## config.mk

```make
export PLATFORM = sky130hd
export DESIGN_NAME = primality_test_trial_division_top
export DESIGN_NICKNAME = d
export VERILOG_FILES = /design/src/hw/rtl/prim_pkg.sv /design/src/hw/rtl/prim_div.sv /design/src/hw/rtl/primality_test_trial_division_top.sv
export SDC_FILE = /design/constraint.sdc
export NUM_CORES = 1
export LEC_CHECK = 0
export BUFFER_PORTS_ARGS = -buffer_cell sky130_fd_sc_hd__clkbuf_2
export CORE_UTILIZATION = 58
export DETAILED_ROUTE_END_ITERATION = 6
export PLACE_DENSITY = 0.81
export SYNTH_ARGS = -nofsm -noshare
export SYNTH_HDL_FRONTEND = slang
export SYNTH_HIERARCHICAL = 1
export SYNTH_SLANG_ARGS = --single-unit
```

## constraint.sdc

```tcl
create_clock -name clk -period 4.8 [get_ports clk]
set_input_delay 0.24 -clock clk [delete_from_list [all_inputs] [get_ports clk]]
set_output_delay 0.24 -clock clk [all_outputs]
set_load 0.02 [all_outputs]
```

## src/hw/rtl/prim_pkg.sv

```systemverilog
// prim_pkg: shared constants and types for the trial-division primality tester.
// Used by prim_div and primality_test_trial_division_top. No dependencies.
package prim_pkg;

    // default width of the tested number
    localparam int PRIM_WIDTH_DEFAULT = 32;

    // 6k +/- 1 wheel
    localparam int FIRST_DIVISOR = 5;
    localparam int PAIR_GAP      = 2;
    localparam int WHEEL_STEP    = 6;
    localparam int SMALL_PRIME   = 3;

    // divider status back to the sequencer
    typedef struct packed {
        logic done;      // one-cycle pulse, quotient and remainder final
        logic rem_zero;  // remainder is zero
    } div_status_t;

endpackage

```

## src/hw/rtl/prim_div.sv

```systemverilog
// prim_div: iterative restoring divider, one quotient bit per cycle.
// Depends on prim_pkg (div_status_t).
module prim_div #(
    parameter int WIDTH = prim_pkg::PRIM_WIDTH_DEFAULT
) (
    input  logic                   clk,
    input  logic                   rst_n,
    input  logic                   start,
    input  logic [WIDTH-1:0]       dividend,
    input  logic [WIDTH-1:0]       divisor,
    output prim_pkg::div_status_t  stat,
    output logic [WIDTH-1:0]       quotient
);
    import prim_pkg::*;

    localparam int CNT_W = $clog2(WIDTH + 1);

    logic [CNT_W-1:0] cnt_reg, cnt_next;
    logic             busy_reg, busy_next;
    logic             done_reg, done_next;
    logic [WIDTH-1:0] q_reg, q_next;
    logic [WIDTH-1:0] rem_reg, rem_next;
    logic [WIDTH-1:0] dvs_reg, dvs_next;

    logic [WIDTH:0]   shifted;
    logic [WIDTH:0]   diff;
    logic             ge;

    // one restoring step: shift in next dividend bit, try subtract
    assign shifted = {rem_reg, q_reg[WIDTH-1]};
    assign ge      = (shifted >= {1'b0, dvs_reg});
    assign diff    = shifted - {1'b0, dvs_reg};

    always_comb
    begin
        cnt_next  = cnt_reg;
        busy_next = busy_reg;
        done_next = 1'b0;
        q_next    = q_reg;
        rem_next  = rem_reg;
        dvs_next  = dvs_reg;
        if (start)
        begin
            q_next    = dividend;
            rem_next  = '0;
            dvs_next  = divisor;
            cnt_next  = CNT_W'(WIDTH);
            busy_next = 1'b1;
        end
        else if (busy_reg)
        begin
            q_next   = {q_reg[WIDTH-2:0], ge};
            rem_next = ge ? diff[WIDTH-1:0] : shifted[WIDTH-1:0];
            cnt_next = cnt_reg - CNT_W'(1);
            if (cnt_reg == CNT_W'(1))
            begin
                busy_next = 1'b0;
                done_next = 1'b1;
            end
        end
    end

    always_ff @(posedge clk or negedge rst_n)
    begin
        if (!rst_n)
        begin
            cnt_reg  <= '0;
            busy_reg <= 1'b0;
            done_reg <= 1'b0;
        end
        else
        begin
            cnt_reg  <= cnt_next;
            busy_reg <= busy_next;
            done_reg <= done_next;
        end
    end

    always_ff @(posedge clk)
    begin
        q_reg   <= q_next;
        rem_reg <= rem_next;
        dvs_reg <= dvs_next;
    end

    assign stat.done     = done_reg;
    assign stat.rem_zero = (rem_reg == '0);
    assign quotient      = q_reg;

endmodule

```

## src/hw/rtl/primality_test_trial_division_top.sv

```systemverilog
// Trial-division primality tester (6k +/- 1 wheel), one shared divider.
// Path from input transfer to out_valid: 0..3 and even numbers go straight to ST_DONE; otherwise
// one division by 3 runs on the shared divider, then two divisions per wheel step.
// Worst case at WIDTH=32 (prime near 2^32): 21846 divisions.
// Throughput: one item at a time, set by the bit-serial divider; in_ready only when idle.
// Reset: rst_n asynchronous active low clears sequencer, divider control and output valid.
module primality_test_trial_division_top #(
    parameter int WIDTH = prim_pkg::PRIM_WIDTH_DEFAULT
) (
    input  logic        clk,
    input  logic        rst_n,
    input  logic        in_valid,
    output logic        in_ready,
    input  logic [31:0] number,
    output logic        out_valid,
    input  logic        out_ready,
    output logic        is_prime
);
    import prim_pkg::*;

    // sequencer states
    localparam logic [2:0] ST_IDLE = 3'd0;  // waiting for an input transfer
    localparam logic [2:0] ST_DIV3 = 3'd1;  // n / 3 running
    localparam logic [2:0] ST_DIVD = 3'd2;  // n / d running (also gives loop bound)
    localparam logic [2:0] ST_DIVE = 3'd3;  // n / (d+2) running
    localparam logic [2:0] ST_DONE = 3'd4;  // verdict waiting for the output register

    logic [2:0]       state_reg, state_next;
    logic [WIDTH-1:0] n_reg, n_next;
    logic [WIDTH-1:0] d_reg, d_next;
    logic             res_reg, res_next;
    logic             out_valid_reg, out_valid_next;
    logic             is_prime_reg, is_prime_next;

    logic [WIDTH-1:0] n_in;
    logic             in_xfer;
    logic             slot_free;

    logic             div_start;
    logic [WIDTH-1:0] div_dividend;
    logic [WIDTH-1:0] div_divisor;
    div_status_t      div_stat;
    logic [WIDTH-1:0] div_quot;

    // only the low WIDTH bits of the number take part; above 32 bits it is zero-extended
    generate
        if (WIDTH <= 32)
        begin : g_narrow
            assign n_in = number[WIDTH-1:0];
        end
        else
        begin : g_wide
            assign n_in = {{(WIDTH-32){1'b0}}, number};
        end
    endgenerate

    assign in_ready  = (state_reg == ST_IDLE);
    assign in_xfer   = in_valid && in_ready;
    assign slot_free = !out_valid_reg || out_ready;

    // dividend straight from the port on the accepting cycle, from n_reg after
    assign div_dividend = (state_reg == ST_IDLE) ? n_in : n_reg;

    always_comb
    begin
        state_next   = state_reg;
        n_next       = n_reg;
        d_next       = d_reg;
        res_next     = res_reg;
        div_start    = 1'b0;
        div_divisor  = WIDTH'(SMALL_PRIME);
        case (state_reg)
            ST_IDLE:
            begin
                if (in_xfer)
                begin
                    n_next = n_in;
                    if (n_in == WIDTH'(1))
                    begin
                        res_next   = 1'b0;
                        state_next = ST_DONE;
                    end
                    else if (n_in == WIDTH'(PAIR_GAP) || n_in == WIDTH'(SMALL_PRIME))
                    begin
                        res_next   = 1'b1;
                        state_next = ST_DONE;
                    end
                    else if (!n_in[0])
                    begin
                        // even, zero included
                        res_next   = 1'b0;
                        state_next = ST_DONE;
                    end
                    else
                    begin
                        div_start   = 1'b1;
                        div_divisor = WIDTH'(SMALL_PRIME);
                        state_next  = ST_DIV3;
                    end
                end
            end
            ST_DIV3:
            begin
                if (div_stat.done)
                begin
                    if (div_stat.rem_zero)
                    begin
                        res_next   = 1'b0;
                        state_next = ST_DONE;
                    end
                    else
                    begin
                        d_next      = WIDTH'(FIRST_DIVISOR);
                        div_start   = 1'b1;
                        div_divisor = WIDTH'(FIRST_DIVISOR);
                        state_next  = ST_DIVD;
                    end
                end
            end
            ST_DIVD:
            begin
                if (div_stat.done)
                begin
                    if (div_quot < d_reg)
                    begin
                        // d*d > n: no divisor left to try
                        res_next   = 1'b1;
                        state_next = ST_DONE;
                    end
                    else if (div_stat.rem_zero)
                    begin
                        res_next   = 1'b0;
                        state_next = ST_DONE;
                    end
                    else
                    begin
                        div_start   = 1'b1;
                        div_divisor = d_reg + WIDTH'(PAIR_GAP);
                        state_next  = ST_DIVE;
                    end
                end
            end
            ST_DIVE:
            begin
                if (div_stat.done)
                begin
                    if (div_stat.rem_zero)
                    begin
                        res_next   = 1'b0;
                        state_next = ST_DONE;
                    end
                    else
                    begin
                        // d stays below sqrt(n), so d+6 cannot wrap
                        d_next      = d_reg + WIDTH'(WHEEL_STEP);
                        div_start   = 1'b1;
                        div_divisor = d_reg + WIDTH'(WHEEL_STEP);
                        state_next  = ST_DIVD;
                    end
                end
            end
            ST_DONE:
            begin
                if (slot_free)
                begin
                    state_next = ST_IDLE;
                end
            end
            default:
            begin
                state_next = ST_IDLE;
            end
        endcase
    end

    // output register: loaded from the verdict, held until the transfer
    always_comb
    begin
        out_valid_next = out_valid_reg;
        is_prime_next  = is_prime_reg;
        if (out_valid_reg && out_ready)
        begin
            out_valid_next = 1'b0;
        end
        if (state_reg == ST_DONE && slot_free)
        begin
            out_valid_next = 1'b1;
            is_prime_next  = res_reg;
        end
    end

    always_ff @(posedge clk or negedge rst_n)
    begin
        if (!rst_n)
        begin
            state_reg     <= ST_IDLE;
            out_valid_reg <= 1'b0;
        end
        else
        begin
            state_reg     <= state_next;
            out_valid_reg <= out_valid_next;
        end
    end

    always_ff @(posedge clk)
    begin
        n_reg        <= n_next;
        d_reg        <= d_next;
        res_reg      <= res_next;
        is_prime_reg <= is_prime_next;
    end

    prim_div #(
        .WIDTH (WIDTH)
    ) u_div (
        .clk      (clk),
        .rst_n    (rst_n),
        .start    (div_start),
        .dividend (div_dividend),
        .divisor  (div_divisor),
        .stat     (div_stat),
        .quotient (div_quot)
    );

    assign out_valid = out_valid_reg;
    assign is_prime  = is_prime_reg;

endmodule

```

=== Yosys cells after proc, flatten, opt, wreduce, memory -nomap -nowiden ===
Cells that the tools add are included.

* Output and inout bits: 3
* Memories kept: 0
* Bits in registers: 174
* Word-level logic and storage cells: 108
* Bits in read-only memories: 0
* RAM bits: 0
* Bits in latches: 0

* Bitwise logic cells: 0
* $lt $le $gt $ge: 2
* Equality and inequality tests: 17
* Div/mod/pow operators: 0
* Shift-type cells: 0
* Multiplexer cells: 56
* $add $sub $neg: 4
* Reduce and logical (&&, ||, !) cells: 17
* $mul: 0

{| class="wikitable"
|+ Operators with widths
! operator !! count
|-
| 2-to-1 mux 32 bit || 13
|-
| case mux 32 bit (3 select lines) || 1
|-
| == test 32 x 2 -> 1 bit, second input constant || 2
|-
| case mux 32 bit (2 select lines) || 1
|-
| 2-to-1 mux 3 bit || 12
|-
| greater-or-equal comparator 33 x 32 -> 1 bit || 1
|-
| adder 32 x 2 -> 32 bit, second input constant || 1
|-
| adder 32 x 3 -> 32 bit, second input constant || 1
|-
| == test 32 x 1 -> 1 bit, second input constant || 1
|-
| zero test 32 bit || 1
|-
| less-than comparator 32 bit || 1
|-
| subtractor 32 bit || 1
|-
| 2-to-1 mux 1 bit || 24
|-
| 2-to-1 mux 6 bit || 2
|-
| case mux 3 bit (4 select lines) || 1
|-
| != test 2 x 1 -> 1 bit, second input constant || 5
|-
| AND reduction 5 bit || 2
|-
| == test 3 x 2 -> 1 bit, second input constant || 2
|-
| == test 6 x 1 -> 1 bit, second input constant || 1
|-
| != test 2 bit, second input constant || 3
|-
| case mux 1 bit (3 select lines) || 2
|-
| nonzero test 2 bit || 3
|-
| subtractor 6 x 1 -> 6 bit, second input constant || 1
|-
| != test 4 x 2 -> 1 bit, second input constant || 1
|-
| 10 further kinds || 13
|}

=== Longest topological paths before layout ===
* Depth in word-level cells: 7
* Mapped depth: 14
* Gate-level depth less buffers: 12

=== Hierarchy ===
The synthesis kept the hierarchy.

{| class="wikitable"
|+ By module, submodules not included
! module !! times used !! cells each !! area an instance (um2) !! sequential area each (um2)
|-
| prim_div || 1 || 661 || 6438.7 || 2762.6
|-
| primality_test_trial_division_top || 1 || 551 || 5242.5 || 2052.0
|}

=== Worst setup path before layout ===
OpenSTA, ideal clock, no wires.

* Kind: flip-flop to flip-flop
* Start: register d_reg[13]
* End: register u_div.q_reg[0], in the netlist u_div/quotient[0], enable pin
* Arrival: 3865 ps
* Required time: 4398 ps
* Slack: 534 ps
* Stages on the path, launching flop included: 14
* Period minus slack after synthesis: 4266 ps
* Cell sequence: edfxtp_1 clkbuf_1 inv_1 ha_1 a211oi_1 o22ai_1 nor3_1 a31oi_1 o311ai_0 nand2_1 clkbuf_1 nor2_1 clkbuf_1 inv_1

* Word-level cells in the longest chain between the ends: 5

{| class="wikitable"
|+ RTL lines
! item !! RTL line !! source
|-
| start: declaration || primality_test_trial_division_top.sv:30 || <nowiki>logic [WIDTH-1:0] d_reg, d_next;</nowiki>
|-
| start signal: assignment || primality_test_trial_division_top.sv:209 || <nowiki>d_reg <= d_next;</nowiki>
|-
| less-than comparator 32 bit || primality_test_trial_division_top.sv:124 || <nowiki>if (div_quot < d_reg)</nowiki>
|-
| 2-to-1 mux 1 bit || primality_test_trial_division_top.sv:124 ||
|-
| 2-to-1 mux 1 bit || primality_test_trial_division_top.sv:122 || <nowiki>if (div_stat.done)</nowiki>
|-
| case mux 1 bit (3 select lines) || primality_test_trial_division_top.sv:72 || <nowiki>case (state_reg)</nowiki>
|-
| via div_start || primality_test_trial_division_top.sv:39 || <nowiki>logic div_start;</nowiki>
|-
| nonzero test 2 bit (no line) || - ||
|-
| end signal: assignment || prim_div.sv:81 || <nowiki>q_reg <= q_next;</nowiki>
|-
| end: declaration || prim_div.sv:21 || <nowiki>logic [WIDTH-1:0] q_reg, q_next;</nowiki>
|}

The timed path passes the listed nets, and every way through them passes these cells.
A chain may end at the register's enable or synchronous reset.

=== Worst setup path in the final report ===
* Start: register d_reg[8]
* End: register u_div.rem_reg[28]

* Word-level cells in the longest chain between the ends: 4

{| class="wikitable"
|+ RTL lines
! item !! RTL line !! source
|-
| less-than comparator 32 bit || primality_test_trial_division_top.sv:124 ||
|-
| 2-to-1 mux 1 bit || primality_test_trial_division_top.sv:124 ||
|-
| 2-to-1 mux 1 bit || primality_test_trial_division_top.sv:122 ||
|-
| case mux 1 bit (3 select lines) || primality_test_trial_division_top.sv:72 ||
|-
| via div_start || primality_test_trial_division_top.sv:39 ||
|-
| end signal: assignment || prim_div.sv:82 || <nowiki>rem_reg <= rem_next;</nowiki>
|-
| end: declaration || prim_div.sv:22 || <nowiki>logic [WIDTH-1:0] rem_reg, rem_next;</nowiki>
|}

The timed path passes the listed nets, and every way through them passes these cells.

==> impl_results.md <==
- Setup-failing EPs final: 0
- Reg-to-reg critical path endpoint: u_div/rem_reg[28]$_SDFFE_PP0P_
- DR WL/cell: 19.8 µm
- Worst r2r path cells: 11
- CP dominant cell by count: nor3_1
- Vias/cell: between 6 and 7
- Total leakage power: 4.73 nW
- Filler instances: 1533
- Clock Pin Slew Worst Setup and Hold Paths: approximately 0.08 ns
- Status: finished, final reports clean
- Avg Cell Area, Syn: 9.64 µm²
- Gr usage total: 30.1%
- Hold Slack: 0.0196 ns
- Post-Synthesis Cells: roughly 1.2k
- CP max stage cell: o311ai_0
- Die Y: approximately 140 µm
- Vias in the first global route: 9217
- Detailed Routing Iterations Pass 1: 6
- Critical path class: reg -> reg
- Post-Syn Nets: 1316
- CP Capture Type: flop
- CTS root buf: clkbuf_16
- GP Congestion: 0.985
- Final wirelength: between 20 and 30 mm
- Worst-Skew Late Latency: 0.44 ns
- Initial Util: 59.6%
- Post-synthesis cell type count: between 80 and 90
- Worst Hold Class: in -> reg
- Commonest non-fill, non-tap cell in the layout: edfxtp_1
- PostCTS Resize Cnt: 0
- Hold_sp: number[2]
- Hold endpoint: n_reg[2]$_DFFE_PP_
- Placed insts: between 1k and 1.5k
- Max Cap Violations: 0
- CP required: about 5.2 ns
- Layout cells sized above 1: 14.9%
- First-pass GRT wire length: 47.5 mm
- Port buffer count: 38
- Via count: 9645
- DRC viols: 0
- Max Freq: 229 MHz
- Nets: ~1.3k
- WHS Path Cells: 1
- Core ar.: 19600 µm²
- Yosys warning total: 6
- Initial antenna violation count: 0
- Largest net degree at the start of global routing: 51
- P per Cell Area: a little over 600 nW/µm²
- R2R setup slack: ~0.44 ns
- Mapped cell area: 11700 µm²
- Slew at the pin closest to its max-slew limit: ~0.94 ns
- #FFs+latches synth: between 150 and 200
- Setup crit start kind: flop
- Hpwl dp: 21.5 mm
- CP cell instances: inv_1 -> ha_1 -> a21oi_1 -> nor3_1 -> nor3_1 -> a31oi_1 -> o311ai_0 -> nand2_4 -> nor2b_1 -> o21ai_0 -> o221ai_1
- Worst-path fanout max: 27
- Sequential share of the synthesized area: 41.2%
- Most frequent cells in the layout: edfxtp_1, nor2_1, nand2_1, inv_1, xnor2_1
- Max-slew violation count: 0
- Width of the die: between 100 and 150 µm
- Area growth syn-to-layout: 9.35%
- Final setup TNS: 0 ns
- CTS Buf Count: 17
- Post-synth EDFFs: around 130
- Final Core Density: 65.2%
- Die area: 20700 µm²
- H-tree depth: 4
- CTS tree: done
- CTS Sinks: 173
- Non-Filler Instances: approximately 1.5k
- Slew Limit Headroom: 37.1%
- Critical Path Max Stage Delay: between 0.6 and 0.7 ns
- Final hold viol count: 0
- # diodes: 0
- Reg2reg start: d_reg[8]$_SDFFCE_PN0P_
- Post-route antenna net violation count: 0
- FP Rows: 51
- RSZ-0062 raised after global routing: no
- DRT iter0 DRCs: 939
- Ys flop type: edfxtp_1
- Final Cycle Share: 90.9%
- Clock skew: ~0.016 ns
- Max VDD drop: roughly 0.00028 V
- Min Clock Period, post-route: around 4.4 ns
- Ports: 39
- Clock Tree Buf Depth: 2
- Crit path arrival time: ~4.7 ns
- Async S/R FF share, synth: 6.94%
- Global route overflow: 0
## critical path, delay by kind of cell (launching register included)
kind | cells | cell delay (ns)
AND/OR/NAND/NOR | 4 | 1.61
flip-flops | 1 | 0.60
AO/OA/AOI/OAI | 5 | 1.67
adder cells (fa/ha/maj) | 1 | 0.24
buffers and inverters | 1 | 0.14
## cell usage after synthesis (7+ instances only)
| cell | count | area (µm²) |
|---|---|---|
| nand2_1 | 91 | 342 |
| nand3_1 | 48 | 240 |
| o21a_1 | 7 | 52.6 |
| buf_2 | 22 | 110 |
| nor2_1 | 116 | 435 |
| a21oi_1 | 63 | 315 |
| edfxtp_1 | 129 | 3870 |
| dfxtp_1 | 32 | 641 |
| and3_1 | 13 | 81.3 |
| nor4_1 | 22 | 138 |
| or3_1 | 7 | 43.8 |
| mux2_2 | 63 | 709 |
| xor2_1 | 12 | 105 |
| inv_1 | 82 | 308 |
| nor2b_1 | 8 | 50.1 |
| a22o_1 | 17 | 149 |
| clkbuf_1 | 28 | 105 |
| and2_1 | 7 | 43.8 |
| ha_1 | 67 | 838 |
| o31ai_1 | 8 | 60.1 |
| a31oi_1 | 7 | 43.8 |
| a311oi_1 | 21 | 184 |
| o21ai_0 | 53 | 265 |
| nand2b_1 | 16 | 100 |
| o21bai_1 | 7 | 52.6 |
| dfrtp_1 | 12 | 300 |
| xnor2_1 | 68 | 596 |
| nor3_1 | 20 | 100 |
| a21o_1 | 15 | 113 |
| nand4_1 | 30 | 188 |
## timing repair
action | 4_1_cts | 5_1_grt
hold buffers | 17 | 0
buffers inserted | 0 | 0
endpoints found under the hold margin | 28 | 0
## stage by stage
stage                     setup slack, ns  total power, mW  area [µm²]
after global placement              0.881             6.10       12000
after floorplan                     0.534             5.34       11700
final                               0.435             7.74       12800
after CTS                           0.519             7.66       12800
after detailed placement            0.644             6.20       12000
after global routing                0.175             8.19       12800
## layout make-up
cell class / count / area (µm²) / share of cell area (%)
clock inverter: 11 / 106 / 0.833
inverter: 82 / 308 / 2.41
timing repair buffer: 68 / 458 / 3.59
tap: 265 / 332 / 2.60
clock buffer: 21 / 493 / 3.86
multi-input combinational: 894 / 6260 / 49.0
sequential: 173 / 4810 / 37.7
## how the worst max path moves through the flow
stage / from / to / slack [ns] / depth (start not counted)
after floorplan: d_reg[13]$_SDFFCE_PN0P_ / u_div/quotient[0]$_DFFE_PP_ / 0.53 / 13
after global placement: d_reg[13]$_SDFFCE_PN0P_ / u_div/rem_reg[28]$_SDFFE_PP0P_ / 0.88 / 11
after detailed placement: d_reg[8]$_SDFFCE_PN0P_ / u_div/rem_reg[28]$_SDFFE_PP0P_ / 0.64 / 11
after CTS: d_reg[8]$_SDFFCE_PN0P_ / u_div/rem_reg[28]$_SDFFE_PP0P_ / 0.52 / 11
after global routing: d_reg[8]$_SDFFCE_PN0P_ / u_div/rem_reg[28]$_SDFFE_PP0P_ / 0.17 / 11
final: d_reg[8]$_SDFFCE_PN0P_ / u_div/rem_reg[28]$_SDFFE_PP0P_ / 0.44 / 11
## logic make-up (layout without fill, tap and decap cells)
| group | Yosys count | count (layout) | share of synthesized area, % |
|---|---|---|---|
| flip-flops | 173 | 173 | 41.2 |
| other | 1 | 1 | 0.0321 |
| adder cells (fa/ha/maj) | 68 | 68 | 7.35 |
| AO/OA/AOI/OAI | 263 | 263 | 15.6 |
| multiplexers | 66 | 66 | 6.33 |
| AND/OR/NAND/NOR | 416 | 416 | 18.2 |
| buffers and inverters | 145 | 182 | 5.34 |
| XOR/XNOR | 80 | 80 | 6.00 |
## report_power, final
part           internal [mW]  switching, mW  total [mW]  leakage, nW
combinational           1.57           2.23        3.80         2.72
sequential              2.16          0.357        2.52         1.71
clock                  0.764          0.656        1.42        0.299
## routing by layer
metal	track usage (%)	wire, µm
met1	39.9	12700
met2	47.8	14000
met3	5.60	2310
met4	13.3	1020
met5	0	0
Power figures use the tool's default switching activity.
